### config.mk
export PLATFORM = sky130hd
export DESIGN_NAME = search_pattern_escape_mapper
export DESIGN_NICKNAME = d
export VERILOG_FILES = /design/src/rtl/core/spm_pkg.sv /design/src/rtl/core/search_pattern_escape_mapper.sv /design/src/rtl/core/spm_front.sv /design/src/rtl/core/spm_queue.sv /design/src/rtl/core/spm_back.sv
export SDC_FILE = /design/constraint.sdc
export NUM_CORES = 1
export LEC_CHECK = 0
export BUFFER_PORTS_ARGS = -buffer_cell sky130_fd_sc_hd__buf_2
export CORE_UTILIZATION = 35
export DETAILED_ROUTE_END_ITERATION = 8
export GPL_ROUTABILITY_DRIVEN = 0
export GPL_TIMING_DRIVEN = 0
export PLACE_DENSITY = 0.54
export SYNTH_ARGS = -nofsm -noshare
export SYNTH_HDL_FRONTEND = slang
export SYNTH_SLANG_ARGS = --single-unit
### constraint.sdc
create_clock -name clk_i -period 2.49 [get_ports clk_i]
set_input_delay 0.1245 -clock clk_i [delete_from_list [all_inputs] [get_ports clk_i]]
set_output_delay 0.1245 -clock clk_i [all_outputs]
set_load 0.005 [all_outputs]
### src/rtl/core/spm_pkg.sv
`default_nettype none
// ----------------------------------------------------------------------------
// spm_pkg
// Shared types, character codes and the word-boundary group table for the
// search pattern escape mapper.
// ----------------------------------------------------------------------------
package spm_pkg;

  localparam int unsigned QUEUE_DEPTH = 2;

  // Word-boundary group: "([^a-zA-Z0-9_]|" then '^' or '$', then ')'
  localparam int unsigned GROUP_LEN = 17;
  localparam int unsigned IDX_W     = $clog2(GROUP_LEN);

  localparam logic [7:0] CH_BSLASH = 8'h5C;
  localparam logic [7:0] CH_LT     = "<";
  localparam logic [7:0] CH_GT     = ">";
  localparam logic [7:0] CH_LPAREN = "(";
  localparam logic [7:0] CH_RPAREN = ")";
  localparam logic [7:0] CH_PIPE   = "|";
  localparam logic [7:0] CH_QUEST  = "?";
  localparam logic [7:0] CH_PLUS   = "+";
  localparam logic [7:0] CH_DOT    = ".";
  localparam logic [7:0] CH_STAR   = "*";
  localparam logic [7:0] CH_LBRACK = "[";
  localparam logic [7:0] CH_RBRACK = "]";
  localparam logic [7:0] CH_SLASH  = "/";
  localparam logic [7:0] CH_CARET  = "^";
  localparam logic [7:0] CH_DOLLAR = "$";

  typedef struct packed {
    logic [7:0] pattern_char;
    logic       last_char;
  } in_item_t;

  typedef struct packed {
    logic [7:0] out_char;
    logic       last_out;
    logic       begin_word;
  } out_item_t;

  typedef enum logic [1:0] {
    CMD_NONE  = 2'd0,  // held backslash, nothing to emit
    CMD_ONE   = 2'd1,  // the character alone
    CMD_TWO   = 2'd2,  // backslash, then the character
    CMD_GROUP = 2'd3   // 17-character word-boundary group
  } cmd_kind_e;

  typedef struct packed {
    cmd_kind_e  kind;
    logic [7:0] ch;
    logic       last;
    logic       begin_word;
  } cmd_t;

  function automatic logic [7:0] group_char(input logic [IDX_W-1:0] idx,
                                            input logic is_end);
    logic [7:0] c;
    case (idx)
      5'd0:  c = "(";
      5'd1:  c = "[";
      5'd2:  c = "^";
      5'd3:  c = "a";
      5'd4:  c = "-";
      5'd5:  c = "z";
      5'd6:  c = "A";
      5'd7:  c = "-";
      5'd8:  c = "Z";
      5'd9:  c = "0";
      5'd10: c = "-";
      5'd11: c = "9";
      5'd12: c = "_";
      5'd13: c = "]";
      5'd14: c = "|";
      5'd15: c = is_end ? CH_DOLLAR : CH_CARET;
      5'd16: c = ")";
      default: c = ")";
    endcase
    return c;
  endfunction

endpackage
`default_nettype wire

### src/rtl/core/search_pattern_escape_mapper.sv
`default_nettype none
// ----------------------------------------------------------------------------
// search_pattern_escape_mapper
// Translates a search pattern, one character per transaction, into the
// characters of the equivalent regular expression.
// ----------------------------------------------------------------------------
// Usage:
//   in_*   : one pattern character per transaction, last_char marks the end.
//   out_*  : one translated character per transaction; last_out marks the
//            final character of the pattern, begin_word reports a leading
//            begin-word escape.
//   cfg_*  : writes magic_mode; cfg_ready_o is always high. Write only while
//            idle.
// Path: an accepted character is written into the queue; the output register
//   then loads it from the queue head and raises out_valid_o.
// Throughput: one output character per cycle while a command is queued and
//   the output is not stalled, set by the back end expander. A character
//   gives itself, an escaped one a backslash then the character, and a
//   word-boundary escape the 17-character group; a held backslash gives no
//   output. The front keeps accepting while the queue has room.
// Reset: clears escape/position state, empties the queue, drops out_valid,
//   and sets magic_mode to 1.
// Stall: out_data_o holds while out_ready_i is low; the queue fills, then
//   in_ready_o drops until the back end drains an entry.
// ----------------------------------------------------------------------------
module search_pattern_escape_mapper #(
  parameter int unsigned QueueDepth = spm_pkg::QUEUE_DEPTH
) (
  input  wire logic               clk_i,
  input  wire logic               rst_ni,
  input  wire logic               cfg_valid_i,
  output logic                    cfg_ready_o,
  input  wire logic               cfg_data_i,
  input  wire logic               in_valid_i,
  output logic                    in_ready_o,
  input  wire spm_pkg::in_item_t  in_data_i,
  output logic                    out_valid_o,
  input  wire logic               out_ready_i,
  output spm_pkg::out_item_t      out_data_o
);
  import spm_pkg::*;

  // front -> queue
  logic push;
  cmd_t push_cmd;
  logic q_full;
  // queue -> back
  logic head_valid;
  cmd_t head_cmd;
  logic pop;

  // Config register lives in the front; it is written any cycle.
  assign cfg_ready_o = 1'b1;

  // Classifier: escape tracking, begin-word flag, emit command per char.
  spm_front u_front (
    .clk_i       (clk_i),
    .rst_ni      (rst_ni),
    .cfg_valid_i (cfg_valid_i),
    .cfg_data_i  (cfg_data_i),
    .in_valid_i  (in_valid_i),
    .in_ready_o  (in_ready_o),
    .in_data_i   (in_data_i),
    .q_full_i    (q_full),
    .push_o      (push),
    .cmd_o       (push_cmd)
  );

  // Decouples the classifier from long group expansions.
  spm_queue #(
    .Depth (QueueDepth)
  ) u_queue (
    .clk_i   (clk_i),
    .rst_ni  (rst_ni),
    .push_i  (push),
    .cmd_i   (push_cmd),
    .full_o  (q_full),
    .pop_i   (pop),
    .valid_o (head_valid),
    .cmd_o   (head_cmd)
  );

  // Expander: one output character per cycle into the output register, unless stalled.
  spm_back u_back (
    .clk_i       (clk_i),
    .rst_ni      (rst_ni),
    .cmd_valid_i (head_valid),
    .cmd_i       (head_cmd),
    .pop_o       (pop),
    .out_valid_o (out_valid_o),
    .out_ready_i (out_ready_i),
    .out_data_o  (out_data_o)
  );

endmodule
`default_nettype wire

### src/rtl/core/spm_front.sv
`default_nettype none
// ----------------------------------------------------------------------------
// spm_front
// Accepts pattern characters, tracks escape and position state, and turns
// each character into an emit command for the back end.
// ----------------------------------------------------------------------------
module spm_front (
  input  wire logic            clk_i,
  input  wire logic            rst_ni,
  input  wire logic            cfg_valid_i,
  input  wire logic            cfg_data_i,
  input  wire logic            in_valid_i,
  output logic                 in_ready_o,
  input  wire spm_pkg::in_item_t in_data_i,
  input  wire logic            q_full_i,
  output logic                 push_o,
  output spm_pkg::cmd_t        cmd_o
);
  import spm_pkg::*;

  logic       magic_q;
  logic       esc_q, esc_d;
  logic [1:0] seen_q, seen_d;
  logic       bw_q, bw_d;
  logic       accept;
  logic [7:0] c;
  logic       is_always, is_magic, is_drop;
  cmd_kind_e  kind;

  assign c      = in_data_i.pattern_char;
  assign accept = in_valid_i && !q_full_i;
  assign in_ready_o = !q_full_i;

  assign is_always = (c == CH_LPAREN) || (c == CH_RPAREN) || (c == CH_PIPE) ||
                     (c == CH_QUEST) || (c == CH_PLUS);
  assign is_magic  = (c == CH_DOT) || (c == CH_STAR) || (c == CH_LBRACK) ||
                     (c == CH_RBRACK);
  assign is_drop   = is_always || is_magic || (c == CH_SLASH);

  always_comb begin
    kind   = CMD_ONE;
    esc_d  = esc_q;
    bw_d   = (seen_q == 2'd0) ? 1'b0 : bw_q;
    seen_d = (seen_q == 2'd2) ? seen_q : seen_q + 2'd1;
    if (esc_q) begin
      esc_d = 1'b0;
      if (seen_q == 2'd1 && c == CH_LT) begin
        bw_d = 1'b1;
      end
      if (c == CH_LT || c == CH_GT) begin
        kind = CMD_GROUP;
      end else if ((magic_q && is_magic) || !is_drop) begin
        kind = CMD_TWO;
      end
    end else if (c == CH_BSLASH) begin
      if (in_data_i.last_char) begin
        kind = CMD_ONE;
      end else begin
        kind  = CMD_NONE;
        esc_d = 1'b1;
      end
    end else if (is_always || (!magic_q && is_magic)) begin
      kind = CMD_TWO;
    end
    if (in_data_i.last_char) begin
      esc_d  = 1'b0;
      seen_d = 2'd0;
    end
  end

  assign push_o          = accept && (kind != CMD_NONE);
  assign cmd_o.kind       = kind;
  assign cmd_o.ch         = c;
  assign cmd_o.last       = in_data_i.last_char;
  assign cmd_o.begin_word = bw_d;

  always_ff @(posedge clk_i or negedge rst_ni) begin
    if (!rst_ni) begin
      magic_q <= 1'b1;
      esc_q   <= 1'b0;
      seen_q  <= 2'd0;
      bw_q    <= 1'b0;
    end else begin
      if (cfg_valid_i) begin
        magic_q <= cfg_data_i;
      end
      if (accept) begin
        esc_q  <= esc_d;
        seen_q <= seen_d;
        bw_q   <= bw_d;
      end
    end
  end

endmodule
`default_nettype wire

### src/rtl/core/spm_queue.sv
`default_nettype none
// ----------------------------------------------------------------------------
// spm_queue
// Small command queue between front and back end.
// ----------------------------------------------------------------------------
module spm_queue #(
  parameter int unsigned Depth = spm_pkg::QUEUE_DEPTH
) (
  input  wire logic          clk_i,
  input  wire logic          rst_ni,
  input  wire logic          push_i,
  input  wire spm_pkg::cmd_t cmd_i,
  output logic               full_o,
  input  wire logic          pop_i,
  output logic               valid_o,
  output spm_pkg::cmd_t      cmd_o
);
  import spm_pkg::*;

  localparam int unsigned PtrW = (Depth > 1) ? $clog2(Depth) : 1;
  localparam int unsigned CntW = $clog2(Depth + 1);
  localparam logic [PtrW-1:0] LastPtr = PtrW'(Depth - 1);

  cmd_t            mem_q [Depth];
  logic [PtrW-1:0] wr_ptr_q, rd_ptr_q;
  logic [CntW-1:0] cnt_q;
  logic            do_push, do_pop;

  assign full_o  = (cnt_q == CntW'(Depth));
  assign valid_o = (cnt_q != '0);
  assign cmd_o   = mem_q[rd_ptr_q];
  assign do_push = push_i && !full_o;
  assign do_pop  = pop_i && valid_o;

  always_ff @(posedge clk_i) begin
    if (do_push) begin
      mem_q[wr_ptr_q] <= cmd_i;
    end
  end

  always_ff @(posedge clk_i or negedge rst_ni) begin
    if (!rst_ni) begin
      wr_ptr_q <= '0;
      rd_ptr_q <= '0;
      cnt_q    <= '0;
    end else begin
      if (do_push) begin
        wr_ptr_q <= (wr_ptr_q == LastPtr) ? '0 : wr_ptr_q + 1'b1;
      end
      if (do_pop) begin
        rd_ptr_q <= (rd_ptr_q == LastPtr) ? '0 : rd_ptr_q + 1'b1;
      end
      case ({do_push, do_pop})
        2'b10:   cnt_q <= cnt_q + 1'b1;
        2'b01:   cnt_q <= cnt_q - 1'b1;
        default: cnt_q <= cnt_q;
      endcase
    end
  end

endmodule
`default_nettype wire

### src/rtl/core/spm_back.sv
`default_nettype none
// ----------------------------------------------------------------------------
// spm_back
// Expands one command into its output characters, one per cycle while the
// output register is free or read, into a registered output stage.
// ----------------------------------------------------------------------------
module spm_back (
  input  wire logic          clk_i,
  input  wire logic          rst_ni,
  input  wire logic          cmd_valid_i,
  input  wire spm_pkg::cmd_t cmd_i,
  output logic               pop_o,
  output logic               out_valid_o,
  input  wire logic          out_ready_i,
  output spm_pkg::out_item_t out_data_o
);
  import spm_pkg::*;

  localparam logic [IDX_W-1:0] GroupLast = IDX_W'(GROUP_LEN - 1);

  logic [IDX_W-1:0] idx_q;
  logic             out_valid_q;
  out_item_t        out_q;
  logic             load, is_final;
  logic [7:0]       cur_char;

  assign load = cmd_valid_i && (!out_valid_q || out_ready_i);

  always_comb begin
    cur_char = cmd_i.ch;
    is_final = 1'b1;
    case (cmd_i.kind)
      CMD_TWO: begin
        cur_char = (idx_q == '0) ? CH_BSLASH : cmd_i.ch;
        is_final = (idx_q != '0);
      end
      CMD_GROUP: begin
        cur_char = group_char(idx_q, cmd_i.ch == CH_GT);
        is_final = (idx_q == GroupLast);
      end
      default: begin
        cur_char = cmd_i.ch;
        is_final = 1'b1;
      end
    endcase
  end

  assign pop_o       = load && is_final;
  assign out_valid_o = out_valid_q;
  assign out_data_o  = out_q;

  always_ff @(posedge clk_i) begin
    if (load) begin
      out_q.out_char   <= cur_char;
      out_q.last_out   <= cmd_i.last && is_final;
      out_q.begin_word <= cmd_i.begin_word;
    end
  end

  always_ff @(posedge clk_i or negedge rst_ni) begin
    if (!rst_ni) begin
      idx_q       <= '0;
      out_valid_q <= 1'b0;
    end else begin
      if (load) begin
        out_valid_q <= 1'b1;
        idx_q       <= is_final ? '0 : idx_q + 1'b1;
      end else if (out_ready_i) begin
        out_valid_q <= 1'b0;
      end
    end
  end

endmodule
`default_nettype wire

==> reports/qor.yml, run 1 <==
sta:
  timing.fmax_ghz: 0.442
  setup_violations: 0
  finalSetupTns_ns: 0
  hold_viol_final: 0
  worst_clock_skew_ns: 0.00603
  finalCritPeriodShare_pct: 90.9
  drv_slew: 0
  rsz0062_at_grt: "false"
  relSlewSlack_pct: 32.8
  fin_crit_ns: 2.26
  tightest_slew_ns: 1.00
global_routing:
  grt_start_max_net_pins: 16
  grt_pass1_wl_mm: 8.18
  grt_pass1_vias: 1650
  grt_overflow: 0
  grt_usage_pct: 13.7
  grt_antenna_before_repair: 0
drt:
  wl_per_cell_um: 13.4
  drt_iter0_markers: 45
  via_count: 1820
  dr.pass1.iters: 4
  drc: 0
  ant_nets: 0
  drt_wl_total_mm: 4.95
  via_per_inst: 4.92
final_layout:
  area_growth_pct: 14.6
  diodes: 0
  layout.nets: 294
  postLayoutCoreUtil_pct: 41.9
  drive_gt1_share_pct: 22.1
hold_path:
  hp-class: "input pin to register"
  holdPathStages: 2
floorplanning:
  io_pins: 28
  dieArea_um2: 7970
  die_x_um: 89.3
  start_util_pct: 36.5
  rows: 31
  die_h_um: 89.3
  core_um2: 7290
worst_setup_path:
  endpoint: "u_queue.mem_q[1][11]$_DFFE_PP_"
  cp.arrival_ns: 2.19
  path_cells: "nand2b_1 > nand2_1 > o21bai_1 > nor2_1"
  crit_path_start_kind: "register"
  worst-path-stages: 4
  crit_family: "simple AND/OR/NAND/NOR gates"
  ff2ff_path_depth: 4
  crit_fanout: 12
  critPathLaunch: "u_queue.cnt_q[0]$_DFFE_PN0P_"
  critPathKind: "register to register"
  worstReg2RegStart: "u_queue.cnt_q[0]$_DFFE_PN0P_"
  r2r_end: "u_queue.mem_q[1][11]$_DFFE_PP_"
  required_ns: 2.41
  cp-end-kind: "register"
  regToRegSetupSlack_ns: 0.23
  slowest_delay_ns: 0.79
  crit_buf_inv: 0
  slowest_stage: "nor2_1"
clock_network:
  tritoncts: "built"
  cts_buffers: 5
  clk_pin_slew_ns: 0.09
  h-tree-depth: 2
  clk-insertion-delay-late_ns: 0.30
  clockBufferDepth: 2
  cts_root_buf: "clkbuf_8"
  clock_sinks: 49
pwr:
  leakagePower_nw: 1.23
  ir_drop_uv: 360
  p_comb_share_pct: 42.9
  swShare_pct: 35.7
  finalPower_mw: 3.23
  powerDensity_nw_per_um2: 1060
  power_frac_clock_pct: 15.9
  switchingPower_mw: 1.15
  sequentialPowerShare_pct: 41.2
  intPower_mw: 2.08
synth:
  synthCells: 235
  synth_seq_cells: 49
  synth_edf_count: 34
  synth_top_area_share_pct: 38.3
  synth_top_area_cell: "edfxtp_1"
  ys.flop_type: "edfxtp_1"
  syn_area_um2: 2670
  ys_top_cells_by_count: "34 x edfxtp_1, 17 x nand2_1, 17 x nor2_1, 14 x dfrtp_1, 14 x o21ai_0"
  yosysMostFrequentCell: "edfxtp_1"
  synth_cell_types: 63
  synth.net_count: 259
  synth_area_leaders: "edfxtp_1 38%, dfrtp_1 13%, ha_1 4.2%"
  async_flop_share_pct: 30.6
  ys_seq_area_share_pct: 52.4
  yosys_warnings: 0
  syn_avg_cell_area_um2: 11.3
flow_run:
  drv_cap: 0
outcome:
  outcome: "finished clean"
place:
  io_buffers: 26
  dpl.hpwl_mm: 3.72
[cell families (layout without fill, tap and decap cells)]
kind of cell / after synthesis / count (layout) / share of synthesized area, %
flip-flops: 49 / 49 / 52.4
buffers and inverters: 20 / 56 / 3.57
other: 1 / 1 / 0.141
AND/OR/NAND/NOR: 77 / 77 / 17.1
multiplexers: 11 / 11 / 4.41
adder cells (fa/ha/maj): 9 / 9 / 4.23
XOR/XNOR: 6 / 6 / 1.97
AO/OA/AOI/OAI: 62 / 62 / 16.1
[sequential cells by signal, summed over array words and instances (netlist names)]
register,flops
u_front.esc_q,1
u_back.out_valid_o,1
u_front.bw_q,1
u_front.magic_q,1
u_queue.wr_ptr_q,1
u_queue.cnt_q,2
u_front.seen_q,2
u_queue.mem_q,24
u_queue.rd_ptr_q,1
u_back.out_data_o,10
u_back.idx_q,5
[power groups by stage]
stage	clock [mW]	combinational [mW]	sequential, mW
after detailed placement	0	1.36	1.35
after global routing	0.562	1.58	1.37
final	0.513	1.39	1.33
after floorplan	0	0.981	1.33
after global placement	0	1.35	1.35
after CTS	0.534	1.36	1.33
[metal layers]
metal / GRT usage [%] / vias up / part of all wire [%]
li1: - / 947 / -
met3: 2.86 / 7 / 2.5
met1: 18.2 / 838 / 49
met2: 22.1 / 28 / 47
met4: 5.05 / 0 / 1.2
met5: 0 / - / 0
[how the worst min path moves through the flow]
stage | startpoint | endpoint | slack [ns]
2_1_floorplan | rst_ni | u_back.idx_q[0]$_DFFE_PN0P_ | -0.17
3_3_place_gp | rst_ni | u_back.idx_q[1]$_DFFE_PN0P_ | 0.06
3_5_place_dp | rst_ni | u_back.idx_q[1]$_DFFE_PN0P_ | 0.07
4_1_cts | cfg_data_i | u_front.magic_q$_DFFE_PN1P_ | 0.04
5_1_grt | cfg_data_i | u_front.magic_q$_DFFE_PN1P_ | 0.06
6_report | cfg_data_i | u_front.magic_q$_DFFE_PN1P_ | 0.05
[metrics by stage]
step	instance area (um2)	std cells	worst slack (ns)	hold WS (ns)
floorplan	2670	235	0.418	-0.171
global placement	2920	360	0.0840	0.0630
detailed placement	2920	360	0.0432	0.0732
CTS	3030	369	0.0326	0.0417
global route	3050	370	0.00132	0.0581
finish	3050	370	0.228	0.0538
[area by class of cell]
class / count / area, um2
fillers: 743 / 4240
inverters: 10 / 37.5
clock buffers: 7 / 97.6
plain buffers: 10 / 57.6
repair buffers: 28 / 148
multi-input cells: 166 / 1190
clock inverters: 1 / 5.00
flip-flops and latches: 49 / 1400
well taps: 99 / 124
[layout by cell type (no fill, tap or decap), drive strengths merged, types with 3 or more instances in the layout]
master / Yosys / layout
a211oi: 3 / 3
a21o: 3 / 3
a21oi: 12 / 12
a22o: 3 / 3
buf: 8 / 35
clkbuf: 2 / 9
dfrtp: 14 / 14
edfxtp: 34 / 34
ha: 9 / 9
inv: 10 / 10
mux2: 6 / 6
mux2i: 5 / 5
nand2: 17 / 17
nand2b: 7 / 7
nand3: 4 / 4
nand4b: 3 / 3
nor2: 17 / 17
nor2b: 6 / 6
nor3: 3 / 3
o211a: 3 / 3
o21ai: 18 / 18
xnor2: 4 / 4
[repair_timing]
item / 4_1_cts / 5_1_grt
endpoints found under the hold margin: 14 / 0
setup endpoints to repair: 0 / 2
hold buffers: 1 / 0
setup buffers: 0 / 1
resized for setup: 0 / 3
[worst register-to-register path, stage by stage, from the launching register on]
cell      delay (ns)
dfrtp_1         0.43
nand2b_1        0.19
nand2_1         0.18
o21bai_1        0.29
nor2_1          0.79
(Power assumes the default switching activity.)
==> run 2, diff against run 1 <==
ABC_AREA = 0   (was unset)
PLACE_DENSITY = unset   (was 0.54)
PLACE_DENSITY_LB_ADDON = 0.05   (was unset)
==> run 2 against run 1 <==
Compared with the run above:
- critical path depth up 4
- utilization down 0.21 points
- total power fell by 1.5%
- clock skew barely moved
- critical endpoint is now u_back.out_data_o[5]$_DFFE_PP_
==> reports/qor.yml, run 2 (synthesis gave the netlist of run 1 again) <==
worst_setup_path:
  path_cells: "ha_1 > clkbuf_1 > and3_1 > ha_1 > inv_1 > o211a_1 > a21oi_1 > a41oi_1"
  regToRegSetupSlack_ns: 0.24  # about the same
  crit_family: "compound AO/OA/AOI/OAI gates"
  cp-end-kind: "register"
  r2r_end: "u_back.out_data_o[5]$_DFFE_PP_"
  endpoint: "u_back.out_data_o[5]$_DFFE_PP_"
  crit_fanout: 9  # -3
  crit_path_start_kind: "register"
  worstReg2RegStart: "u_back.idx_q[0]$_DFFE_PN0P_"
  required_ns: 2.51  # +0.10 ns
  critPathLaunch: "u_back.idx_q[0]$_DFFE_PN0P_"
  crit_top_cell: "ha_1"
  cp.arrival_ns: 2.27  # +0.08 ns
  worst-path-stages: 8  # +4
  ff2ff_path_depth: 8  # +4
  slowest_delay_ns: 0.41  # -0.38 ns
  critPathKind: "register to register"
  slowest_stage: "dfrtp_1"
  crit_buf_inv: 2  # +2
final_layout:
  drive_gt1_share_pct: 22.6  # +0.45 points
  largest_reg_flops: 24  # unchanged
  layout_common_cells: "34 x edfxtp_1, 32 x buf_2, 17 x nand2_1"
  seq_area_um2: 1400  # unchanged
  regMostFlops: "u_queue.mem_q"
  multi_input_area_um2: 1190  # +0.42%
  final_common_cell: "edfxtp_1"
  diodes: 0  # unchanged
  layout.nets: 293  # -0.34%
  nFillCells: 756  # +1.7%
  area_growth_pct: 14.0
drt:
  via_per_inst: 4.98  # +1.2%
  drt_iter0_markers: 38  # -16%
  drc: 0  # unchanged
  wl_per_cell_um: 13.7  # +2.3%
  via_count: 1836  # +0.88%
  ant_nets: 0  # unchanged
  dr.pass1.iters: 4  # unchanged
  drt_wl_total_mm: 5.05  # +2.0%
clock_network:
  tritoncts: "built"
  clk_pin_slew_ns: 0.09  # about the same
  cts_buffers: 5  # unchanged
  post_cts_buffers: 0  # unchanged
  clk-insertion-delay-late_ns: 0.30  # about the same
  clockBufferDepth: 2  # unchanged
  cts_root_buf: "clkbuf_8"
  h-tree-depth: 2  # unchanged
  clock_sinks: 49  # unchanged
place:
  io_buffers: 26  # unchanged
  dp_slack_ns: 0.0616  # +0.0184 ns
  dpl.hpwl_mm: 3.76  # +0.99%
sta:
  tightest_slew_ns: 0.615  # -0.389 ns
  hold_viol_final: 0  # unchanged
  finalCritPeriodShare_pct: 90.4  # -0.48 points
  drv_slew: 0  # unchanged
  timing.fmax_ghz: 0.444  # +0.53%
  rsz0062_at_grt: "false"
  worst_clock_skew_ns: 0.00593  # -0.000103 ns
  fin_crit_ns: 2.25  # -0.0120 ns
  layout_setup_ws_ns: 0.240  # +0.0120 ns
  setup_violations: 0  # unchanged
  finalSetupTns_ns: 0  # unchanged
  relSlewSlack_pct: 59.0  # +26 points
global_routing:
  grt_antenna_before_repair: 0  # unchanged
  grt_pass1_vias: 1760  # +6.7%
  grt_pass1_wl_mm: 8.29  # +1.3%
  grt_overflow: 0  # unchanged
  grt_start_max_net_pins: 17  # +1
  grt_usage_pct: 14.1  # +0.39 points
pwr:
  leakagePower_nw: 1.21  # -1.0%
  finalPower_mw: 3.18  # -1.5%
  powerDensity_nw_per_um2: 1050  # -0.98%
  ir_drop_uv: 312  # -14%
outcome:
  outcome: "finished clean"
floorplanning:
  die_x_um: 89.3  # unchanged
  rows: 31  # unchanged
  dieArea_um2: 7970  # unchanged
  core_um2: 7290  # unchanged
  start_util_pct: 36.5  # unchanged
  io_pins: 28  # unchanged
  die_h_um: 89.3  # unchanged
hold_path:
  hp-class: "input pin to register"
flow_run:
  drv_cap: 0  # unchanged
==> run 2: area by class of cell <==
| type | instances | share of cell area (%) |
|---|---|---|
| plain buffers | 10 | 1.89 |
| clock buffers | 5 | 2.27 |
| clock inverters | 3 | 0.700 |
| inverters | 10 | 1.24 |
| multi-input cells | 166 | 39.2 |
| flip-flops and latches | 49 | 46.0 |
| well taps | 99 | 4.08 |
| repair buffers | 27 | 4.61 |
==> run 2: repair_timing <==
item | CTS | global route
resized for setup | 0 | 5
hold buffers | 1 | 0
endpoints found under the setup margin | 0 | 14
hold endpoints to repair | 14 | 0
==> run 2: per-stage QoR <==
step | hold slack, ns | std cells | util, % | area, um2
after global routing | 0.0419 | 369 | 41.7 | 3040
final | 0.0560 | 369 | 41.7 | 3040
after global placement | 0.0679 | 360 | 40.0 | 2920
after CTS | 0.0434 | 369 | 41.4 | 3020
after floorplan | -0.171 | 235 | - | 2670
after detailed placement | 0.0700 | 360 | 40.0 | 2920
==> run 2: how the worst min path moves through the flow <==
stage / end / depth (start not counted) / start / slack (ns)
after global routing: u_front.magic_q$_DFFE_PN1P_ / 2 / cfg_data_i / 0.04
after detailed placement: u_front.seen_q[1]$_DFFE_PN0P_ / 1 / rst_ni / 0.07
after global placement: u_front.seen_q[1]$_DFFE_PN0P_ / 1 / rst_ni / 0.07
final: u_front.magic_q$_DFFE_PN1P_ / 2 / cfg_data_i / 0.06
after CTS: u_front.magic_q$_DFFE_PN1P_ / 2 / cfg_data_i / 0.04
after floorplan: u_back.idx_q[0]$_DFFE_PN0P_ / 0 / rst_ni / -0.17
==> run 2: layer usage <==
| layer | up-vias | share of wire, % | GRT usage, % |
|---|---|---|---|
| met5 | - | 0 | 0 |
| met3 | 5 | 1.8 | 2.77 |
| met2 | 19 | 47 | 24.6 |
| met1 | 864 | 50 | 17.1 |
| met4 | 0 | 1.7 | 5.63 |
| li1 | 948 | - | - |
==> run 2: power by group <==
part           leakage [nW]  internal [mW]  switching, mW
clock                0.0462          0.200          0.277
combinational         0.663          0.605          0.769
sequential            0.505           1.20          0.132
total                  1.21           2.00           1.18
